**config.mk**
```make
export PLATFORM = sky130hd
export DESIGN_NAME = lru_page_fault_counter
export DESIGN_NICKNAME = d
export VERILOG_FILES = /design/src/rtl/lpfc_pkg.sv /design/src/rtl/lpfc_ram.sv /design/src/rtl/lru_page_fault_counter.sv
export SDC_FILE = /design/constraint.sdc
export NUM_CORES = 2
export LEC_CHECK = 0
export BUFFER_PORTS_ARGS = -buffer_cell sky130_fd_sc_hd__buf_2
export CORE_ASPECT_RATIO = 1.1
export CORE_MARGIN = 2
export CORE_UTILIZATION = 35
export CTS_BUF_LIST = sky130_fd_sc_hd__clkbuf_16
export DETAILED_ROUTE_END_ITERATION = 8
export GPL_ROUTABILITY_DRIVEN = 0
export PLACE_DENSITY = 0.58
export SLEW_MARGIN = 20
export SYNTH_ARGS = -nofsm -noshare
export SYNTH_HDL_FRONTEND = slang
export SYNTH_HIERARCHICAL = 1
export SYNTH_SLANG_ARGS = --single-unit
export TNS_END_PERCENT = 10
```
**constraint.sdc**
```tcl
create_clock -name i_clk -period 14.9 [get_ports i_clk]
set_input_delay 0.745 -clock i_clk [delete_from_list [all_inputs] [get_ports i_clk]]
set_output_delay 0.745 -clock i_clk [all_outputs]
set_load 0.02 [all_outputs]
```
**src/rtl/lpfc_pkg.sv**
```systemverilog
// Package for the LRU page fault counter: shared constants, item codes
// and the controller state type. No dependencies.
`default_nettype none
package lpfc_pkg;

    // Built store depth and configuration reset value
    localparam int LPFC_MAX_FRAMES  = 128;
    localparam int LPFC_CAP_WIDTH   = 8;
    localparam int LPFC_CAP_RESET   = 4;
    localparam int LPFC_PAGE_WIDTH  = 32;
    localparam int LPFC_COUNT_WIDTH = 32;

    // Item kind carried on the input tuser bit
    localparam logic LPFC_KIND_ACCESS = 1'b0;
    localparam logic LPFC_KIND_CLEAR  = 1'b1;

    // Controller states
    typedef enum logic [1:0] {
        S_IDLE,
        S_SCAN,
        S_FIN,
        S_OUT
    } t_state;

endpackage
`default_nettype wire

```
**src/rtl/lpfc_ram.sv**
```systemverilog
// Generic simple dual-port RAM: one write port, one read port with
// registered read data. No dependencies.
`default_nettype none
module lpfc_ram #(
    parameter int WIDTH = 32,
    parameter int DEPTH = 128
) (
    input  wire logic                                   i_clk,
    input  wire logic                                   i_we,
    input  wire logic [((DEPTH > 1) ? $clog2(DEPTH) : 1)-1:0] i_waddr,
    input  wire logic [WIDTH-1:0]                       i_wdata,
    input  wire logic                                   i_re,
    input  wire logic [((DEPTH > 1) ? $clog2(DEPTH) : 1)-1:0] i_raddr,
    output logic      [WIDTH-1:0]                       o_rdata
);

    logic [WIDTH-1:0] r_mem [DEPTH];

    // Write port
    always_ff @(posedge i_clk) begin
        if (i_we) begin
            r_mem[i_waddr] <= i_wdata;
        end
    end

    // Registered read port
    always_ff @(posedge i_clk) begin
        if (i_re) begin
            o_rdata <= r_mem[i_raddr];
        end
    end

endmodule
`default_nettype wire

```
**src/rtl/lru_page_fault_counter.sv**
```systemverilog
// Top level of the LRU page fault counter: controller, ring addressing and
// output register around one frame RAM. Depends on lpfc_pkg and lpfc_ram.
//
// Channel  Dir  Handshake                      Payload (low bit first)
// s_axis   in   i_s_axis_tvalid/o_s_axis_tready tdata = page, tuser = kind
// m_axis   out  o_m_axis_tvalid/i_m_axis_tready tdata = fault_count, tuser = hit
// cfg      in   i_cfg_valid/o_cfg_ready        i_cfg_data = capacity
//
// An access item runs through S_SCAN (one RAM read per resident frame, then
// the read data of the last one), S_FIN (scan end and write-back) and S_OUT,
// which loads the output register once that register is free. A clear item
// goes straight from S_IDLE to S_OUT; ready returns after each load.
// Reset is synchronous, active low; it empties the store and zeroes the count.
// A stalled output holds its item; the next input item is taken meanwhile.
`default_nettype none
module lru_page_fault_counter
    import lpfc_pkg::*;
#(
    parameter int MAX_FRAMES = LPFC_MAX_FRAMES
) (
    input  wire logic                        i_clk,
    input  wire logic                        i_rst_n,
    // input items
    input  wire logic                        i_s_axis_tvalid,
    output logic                             o_s_axis_tready,
    input  wire logic [LPFC_PAGE_WIDTH-1:0]  i_s_axis_tdata,   // [31:0] page
    input  wire logic                        i_s_axis_tuser,   // [0] kind
    // result items
    output logic                             o_m_axis_tvalid,
    input  wire logic                        i_m_axis_tready,
    output logic [LPFC_COUNT_WIDTH-1:0]      o_m_axis_tdata,   // [31:0] fault_count
    output logic                             o_m_axis_tuser,   // [0] hit
    // capacity register write
    input  wire logic                        i_cfg_valid,
    output logic                             o_cfg_ready,
    input  wire logic [LPFC_CAP_WIDTH-1:0]   i_cfg_data
);

    localparam int AW = (MAX_FRAMES > 1) ? $clog2(MAX_FRAMES) : 1;
    localparam int CW = $clog2(MAX_FRAMES + 1);
    localparam int UW = (CW > LPFC_CAP_WIDTH) ? CW : LPFC_CAP_WIDTH;
    localparam int SW = CW + 1;

    t_state r_state, n_state;

    logic [LPFC_CAP_WIDTH-1:0]   r_capacity;
    logic [CW-1:0]               r_count;
    logic [LPFC_COUNT_WIDTH-1:0] r_fault;
    logic [AW-1:0]               r_head;
    logic [LPFC_PAGE_WIDTH-1:0]  r_page;
    logic                        r_found;
    logic                        r_pend;
    logic [CW-1:0]               r_issue;
    logic [AW-1:0]               r_rd_addr;
    logic [AW-1:0]               r_data_addr;
    logic [AW-1:0]               r_prev_addr;
    logic                        r_res_hit;
    logic                        r_m_valid;
    logic                        r_m_hit;
    logic [LPFC_COUNT_WIDTH-1:0] r_m_fault;

    logic                        in_acc;
    logic                        scan_done;
    logic                        out_load;
    logic                        full;
    logic [UW-1:0]               cap_ext;
    logic [UW-1:0]               usable;
    logic [SW-1:0]               app_sum;
    logic [AW-1:0]               app_addr;
    logic [AW-1:0]               rd_addr_inc;
    logic [AW-1:0]               head_inc;

    logic                        ram_we;
    logic [AW-1:0]               ram_waddr;
    logic [LPFC_PAGE_WIDTH-1:0]  ram_wdata;
    logic                        ram_re;
    logic [LPFC_PAGE_WIDTH-1:0]  ram_rdata;

    // Frame store
    lpfc_ram #(
        .WIDTH (LPFC_PAGE_WIDTH),
        .DEPTH (MAX_FRAMES)
    ) u_ram (
        .i_clk   (i_clk),
        .i_we    (ram_we),
        .i_waddr (ram_waddr),
        .i_wdata (ram_wdata),
        .i_re    (ram_re),
        .i_raddr (r_rd_addr),
        .o_rdata (ram_rdata)
    );

    // Handshake terms
    assign in_acc    = i_s_axis_tvalid && o_s_axis_tready;
    assign scan_done = (r_issue == r_count) && !r_pend;
    assign out_load  = (r_state == S_OUT) && (!r_m_valid || i_m_axis_tready);
    assign o_cfg_ready = 1'b1;

    // Frames in use: zero acts as one, clipped to the built depth
    always_comb begin
        cap_ext = UW'(r_capacity);
        if (cap_ext == '0) begin
            usable = UW'(1);
        end else if (cap_ext > UW'(MAX_FRAMES)) begin
            usable = UW'(MAX_FRAMES);
        end else begin
            usable = cap_ext;
        end
    end
    assign full = !(UW'(r_count) < usable);

    // Ring address arithmetic
    assign rd_addr_inc = (r_rd_addr == AW'(MAX_FRAMES - 1)) ? '0 : r_rd_addr + AW'(1);
    assign head_inc    = (r_head == AW'(MAX_FRAMES - 1)) ? '0 : r_head + AW'(1);
    always_comb begin
        app_sum = SW'(r_head) + SW'(r_count);
        if (app_sum >= SW'(MAX_FRAMES)) begin
            app_sum = app_sum - SW'(MAX_FRAMES);
        end
        app_addr = app_sum[AW-1:0];
    end

    // Next state
    always_comb begin
        n_state = r_state;
        unique case (r_state)
            S_IDLE: begin
                if (in_acc) begin
                    n_state = (i_s_axis_tuser == LPFC_KIND_CLEAR) ? S_OUT : S_SCAN;
                end
            end
            S_SCAN: begin
                if (scan_done) begin
                    n_state = S_FIN;
                end
            end
            S_FIN: begin
                n_state = S_OUT;
            end
            S_OUT: begin
                if (out_load) begin
                    n_state = S_IDLE;
                end
            end
            default: n_state = S_IDLE;
        endcase
    end

    // State outputs: input ready and RAM port control
    always_comb begin
        o_s_axis_tready = 1'b0;
        ram_re          = 1'b0;
        ram_we          = 1'b0;
        ram_waddr       = r_prev_addr;
        ram_wdata       = ram_rdata;
        unique case (r_state)
            S_IDLE: begin
                o_s_axis_tready = 1'b1;
            end
            S_SCAN: begin
                ram_re = (r_issue != r_count);
                // after the hit, each later frame moves down one place
                ram_we = r_pend && r_found;
            end
            S_FIN: begin
                ram_we    = 1'b1;
                ram_waddr = r_found ? r_prev_addr : app_addr;
                ram_wdata = r_page;
            end
            S_OUT: begin
            end
            default: begin
            end
        endcase
    end

    // State register
    always_ff @(posedge i_clk) begin
        if (!i_rst_n) begin
            r_state <= S_IDLE;
        end else begin
            r_state <= n_state;
        end
    end

    // Configuration register
    always_ff @(posedge i_clk) begin
        if (!i_rst_n) begin
            r_capacity <= LPFC_CAP_WIDTH'(LPFC_CAP_RESET);
        end else if (i_cfg_valid && o_cfg_ready) begin
            r_capacity <= i_cfg_data;
        end
    end

    // Store occupancy, ring head and fault total
    always_ff @(posedge i_clk) begin
        if (!i_rst_n) begin
            r_count <= '0;
            r_fault <= '0;
            r_head  <= '0;
        end else if (r_state == S_IDLE && in_acc && i_s_axis_tuser == LPFC_KIND_CLEAR) begin
            r_count <= '0;
            r_fault <= '0;
        end else if (r_state == S_FIN && !r_found) begin
            if (r_fault != '1) begin
                r_fault <= r_fault + LPFC_COUNT_WIDTH'(1);
            end
            if (!full) begin
                r_count <= r_count + CW'(1);
            end else begin
                r_head <= head_inc;
            end
        end
    end

    // Scan control
    always_ff @(posedge i_clk) begin
        if (!i_rst_n) begin
            r_pend  <= 1'b0;
            r_found <= 1'b0;
            r_issue <= '0;
        end else if (r_state == S_IDLE) begin
            r_pend  <= 1'b0;
            r_found <= 1'b0;
            r_issue <= '0;
        end else if (r_state == S_SCAN) begin
            r_pend <= ram_re;
            if (ram_re) begin
                r_issue <= r_issue + CW'(1);
            end
            if (r_pend && !r_found && ram_rdata == r_page) begin
                r_found <= 1'b1;
            end
        end
    end

    // Scan addresses and item payload
    always_ff @(posedge i_clk) begin
        if (r_state == S_IDLE) begin
            r_rd_addr <= r_head;
            if (in_acc) begin
                r_page <= i_s_axis_tdata;
            end
        end else if (r_state == S_SCAN) begin
            if (ram_re) begin
                r_rd_addr   <= rd_addr_inc;
                r_data_addr <= r_rd_addr;
            end
            if (r_pend) begin
                r_prev_addr <= r_data_addr;
            end
        end
        if (r_state == S_IDLE) begin
            r_res_hit <= 1'b0;
        end else if (r_state == S_FIN) begin
            r_res_hit <= r_found;
        end
    end

    // Output register
    always_ff @(posedge i_clk) begin
        if (!i_rst_n) begin
            r_m_valid <= 1'b0;
        end else if (out_load) begin
            r_m_valid <= 1'b1;
        end else if (i_m_axis_tready) begin
            r_m_valid <= 1'b0;
        end
    end

    always_ff @(posedge i_clk) begin
        if (out_load) begin
            r_m_hit   <= r_res_hit;
            r_m_fault <= r_fault;
        end
    end

    assign o_m_axis_tvalid = r_m_valid;
    assign o_m_axis_tdata  = r_m_fault;
    assign o_m_axis_tuser  = r_m_hit;

endmodule
`default_nettype wire

```
==> summary.txt <==
GRT
  • First-pass GRT wire length: 624000 um
  • Gr ovfl total: 0
  • Initial antenna violation count: 46
  • Vias in the first global route: 76.9k
  • Largest net degree at the start of global routing: 151
  • Total track usage: 0.188

Power
  • Sequential Power Share: 0.413
  • Clock power share: 0.293
  • Power density cells: 189 nW/um2
  • Comb pwr share: 0.293
  • Psw: approximately 11000 uW
  • Internal power: 24600 uW
  • IR drop worst, VDD: 0.000227 V
  • Sw Ratio: 0.307
  • LEAKAGE: roughly 0.057 uW

Synth
  • Register area share after synthesis: 0.779
  • Netlist Area Pre-Place: 164000 um2
  • Top FF cell, synth: edfxtp_1
  • Area share of the largest cell type after synthesis: 0.771
  • Syn avg cell area: 24.6 um2
  • Net Count, Synth: slightly below 7k
  • Library cells used by synthesis: 59
  • Count leader, synth: edfxtp_1
  • Post-Syn Instances: about 6.7k
  • Most frequent cells after synthesis: edfxtp_1 (4214), mux4_2 (1344), clkbuf_1 (199)
  • Yosys top cell by area: edfxtp_1
  • Post-synth EDFFs: 4214
  • Synth Warn #: 6
  • Top cells by area, synth: edfxtp_1 (77%), mux4_2 (18%), dfxtp_1 (0.84%), clkbuf_1 (0.46%), mux2_2 (0.45%)
  • FF+latch count, synth: 4283
  • Synth async-reset ratio: 0

Worst setup path
  • Critical path endpoint category: flop
  • Crit start category: flop
  • Critical path peak fanout: 150
  • CP Class: reg -> reg
  • Crit path DAT: 6.86 ns
  • Required @ worst endpoint: approximately 16 ns

STA
  • Clock skew: 0.0606 ns
  • Fin. max-slew vios: 0
  • Finish-stage setup viols: 0
  • Unrepaired setup endpoints after global routing: false
  • Slew HR: 0.223
  • Final period util: 0.413
  • Setup slack after layout: 8.75 ns
  • Final hold viol count: 0
  • WHS: 0.189 ns
  • TNS Setup: 0 ns
  • Fmax: 163 MHz
  • Least-Margin Pin Slew: between 1 and 1.5 ns
  • Min Tclk post-route: 6.15 ns

Routing
  • Vias: 77.1k
  • DR pass1 iterations: 9
  • Post-route ant nets: 0
  • DRC: 0
  • Routed WL per cell: 33.2 um
  • Initial detailed-routing violation count: 9992
  • Post-DR vias/cell: around 5.6
  • Post-Route WL: between 400000 and 500000 um

Clock network
  • Total CTS buffers: around 400
  • CTS tree: yes
  • Clock tree buffer depth: 4
  • Post-CTS setup buffers: 0
  • CTS H-Tree Depth: 5
  • Reg clk slew, reported paths: 0.07 ns
  • Clock Tree Root: clkbuf_16
  • TritonCTS sink count: about 4.3k
  • Clk Latency, worst-skew pair: 0.97 ns

Place
  • DPL Wire Length: approximately 240000 um
  • Pre-CTS setup slack: around 9 ns
  • Port Buffers: 80

Floorplan
  • Die Ht: approximately 720 um
  • Ports: slightly above 80
  • Initial Util: 0.352
  • Die width: 657 um
  • Die footprint: 474000 um2
  • Core Region: around 470000 um2
  • Rows: 263

Cells and area
  • Area Overhead vs Synth: 14.3%
  • FILL cells: between 40k and 50k
  • Final net count: about 7k
  • Share of cells above drive strength 1: 0.330

Hold path
  • Worst min path class: in -> reg

Outcome
  • Outcome: finished, final reports clean

Job
  • MaxCap Viol Count: 0
through the flow:
stage           util  area, um2  cells  power [uW]
3_5_place_dp   0.373     174000  12900       25500
6_report       0.402     188000  13700       35600
2_1_floorplan      -     164000   6671       21300
4_1_cts        0.402     188000  13600       35900
3_3_place_gp   0.373     174000  12900       25300
5_1_grt        0.402     188000  13700       36600
layout make-up:
cell class / instances / area [um2] / area share
multi-input combinational: 2031 / 35800 / 0.191
timing repair buffer: 349 / 2680 / 0.0143
antenna: 55 / 138 / 0.000733
tap: 6227 / 7790 / 0.0415
inverter: 13 / 48.8 / 0.000260
clock inverter: 326 / 3050 / 0.0163
sequential: 4283 / 128000 / 0.682
clock buffer: 409 / 10200 / 0.0545
critical path: stages, from the launching register on:
cell,delay [ns]
edfxtp_1,0.33
buf_4,0.77
buf_12,0.68
buf_4,0.86
buf_12,0.69
mux4_2,0.43
mux4_2,0.62
mux4_2,0.61
mux2_2,0.30
state kept, by name (all words and copies together), names as in the netlist:
register and count:
cap_ext 8, o_m_axis_tdata 32, o_m_axis_tuser 1, o_m_axis_tvalid 1, r_count 8, r_data_addr 7, r_fault 32, r_found 1
r_head 7, r_issue 8, r_page 32, r_pend 1, r_prev_addr 7, r_rd_addr 7, r_res_hit 1, r_state 2
u_ram/o_rdata 32, u_ram/r_mem 4096
path summary, 6_finish.rpt:
path              slack, ns  cells after the start                      from                         end
setup / recovery       8.75                      8    r_rd_addr[2]$_DFFE_PP_  u_ram/o_rdata[2]$_DFFE_PP_
hold / removal         0.19                      2                   i_rst_n     cap_ext[2]$_SDFFE_PN1P_
setup reg to reg       8.75                      8    r_rd_addr[2]$_DFFE_PP_  u_ram/o_rdata[2]$_DFFE_PP_
hold reg to reg        0.42                      0  r_data_addr[3]$_DFFE_PP_    r_prev_addr[3]$_DFFE_PP_
kinds of logic (layout without fill, tap and decap cells):
logic type | Yosys count | after routing | share of synthesized area
DFF | 4283 | 4283 | 0.779
adders and majority gates | 23 | 23 | 0.00180
xor gates and xnor gates | 54 | 54 | 0.00288
AOI/OAI and AO/OA | 119 | 119 | 0.00467
other | 1 | 56 | 0.0000228
muxes | 1428 | 1428 | 0.190
and+or+nand+nor | 406 | 406 | 0.0121
buffers and inverters | 357 | 1097 | 0.00906
metal layers:
metal	GRT usage	wire length [um]	up-vias
li1	-	-	29800
met1	0.252	178000	42800
met2	0.316	226000	3817
met3	0.0267	35800	618
met4	0.0630	15100	12
met5	0	78	-
repair_timing:
item | CTS | global route
resized for setup | 0 | 0
hold buffers | 40 | 0
endpoints found under the hold margin | 40 | 0
power by group through the flow:
stage	clock [uW]	sequential, uW	combinational, uW
2_1_floorplan	0	14900	6330
3_3_place_gp	0	15000	10400
3_5_place_dp	0	15000	10500
4_1_cts	10600	14700	10500
5_1_grt	11000	14700	10800
6_report	10400	14700	10400
cell usage in the layout (no fill, tap or decap), types with 33 or more instances in the layout:
cell type      count
edfxtp_1        4214
mux4_2          1344
clkbuf_16        409
buf_4            215
nor2_4           119
clkinv_1          90
buf_2             80
inv_1             77
clkinv_2          75
nand2_1           72
dfxtp_1           69
bufinv_16         57
diode_2           55
dlygate4sd3_1     40
xnor2_1           39
a21oi_1           37
nand3_1           34
mux2_2            33
(Power assumes the default switching activity.)
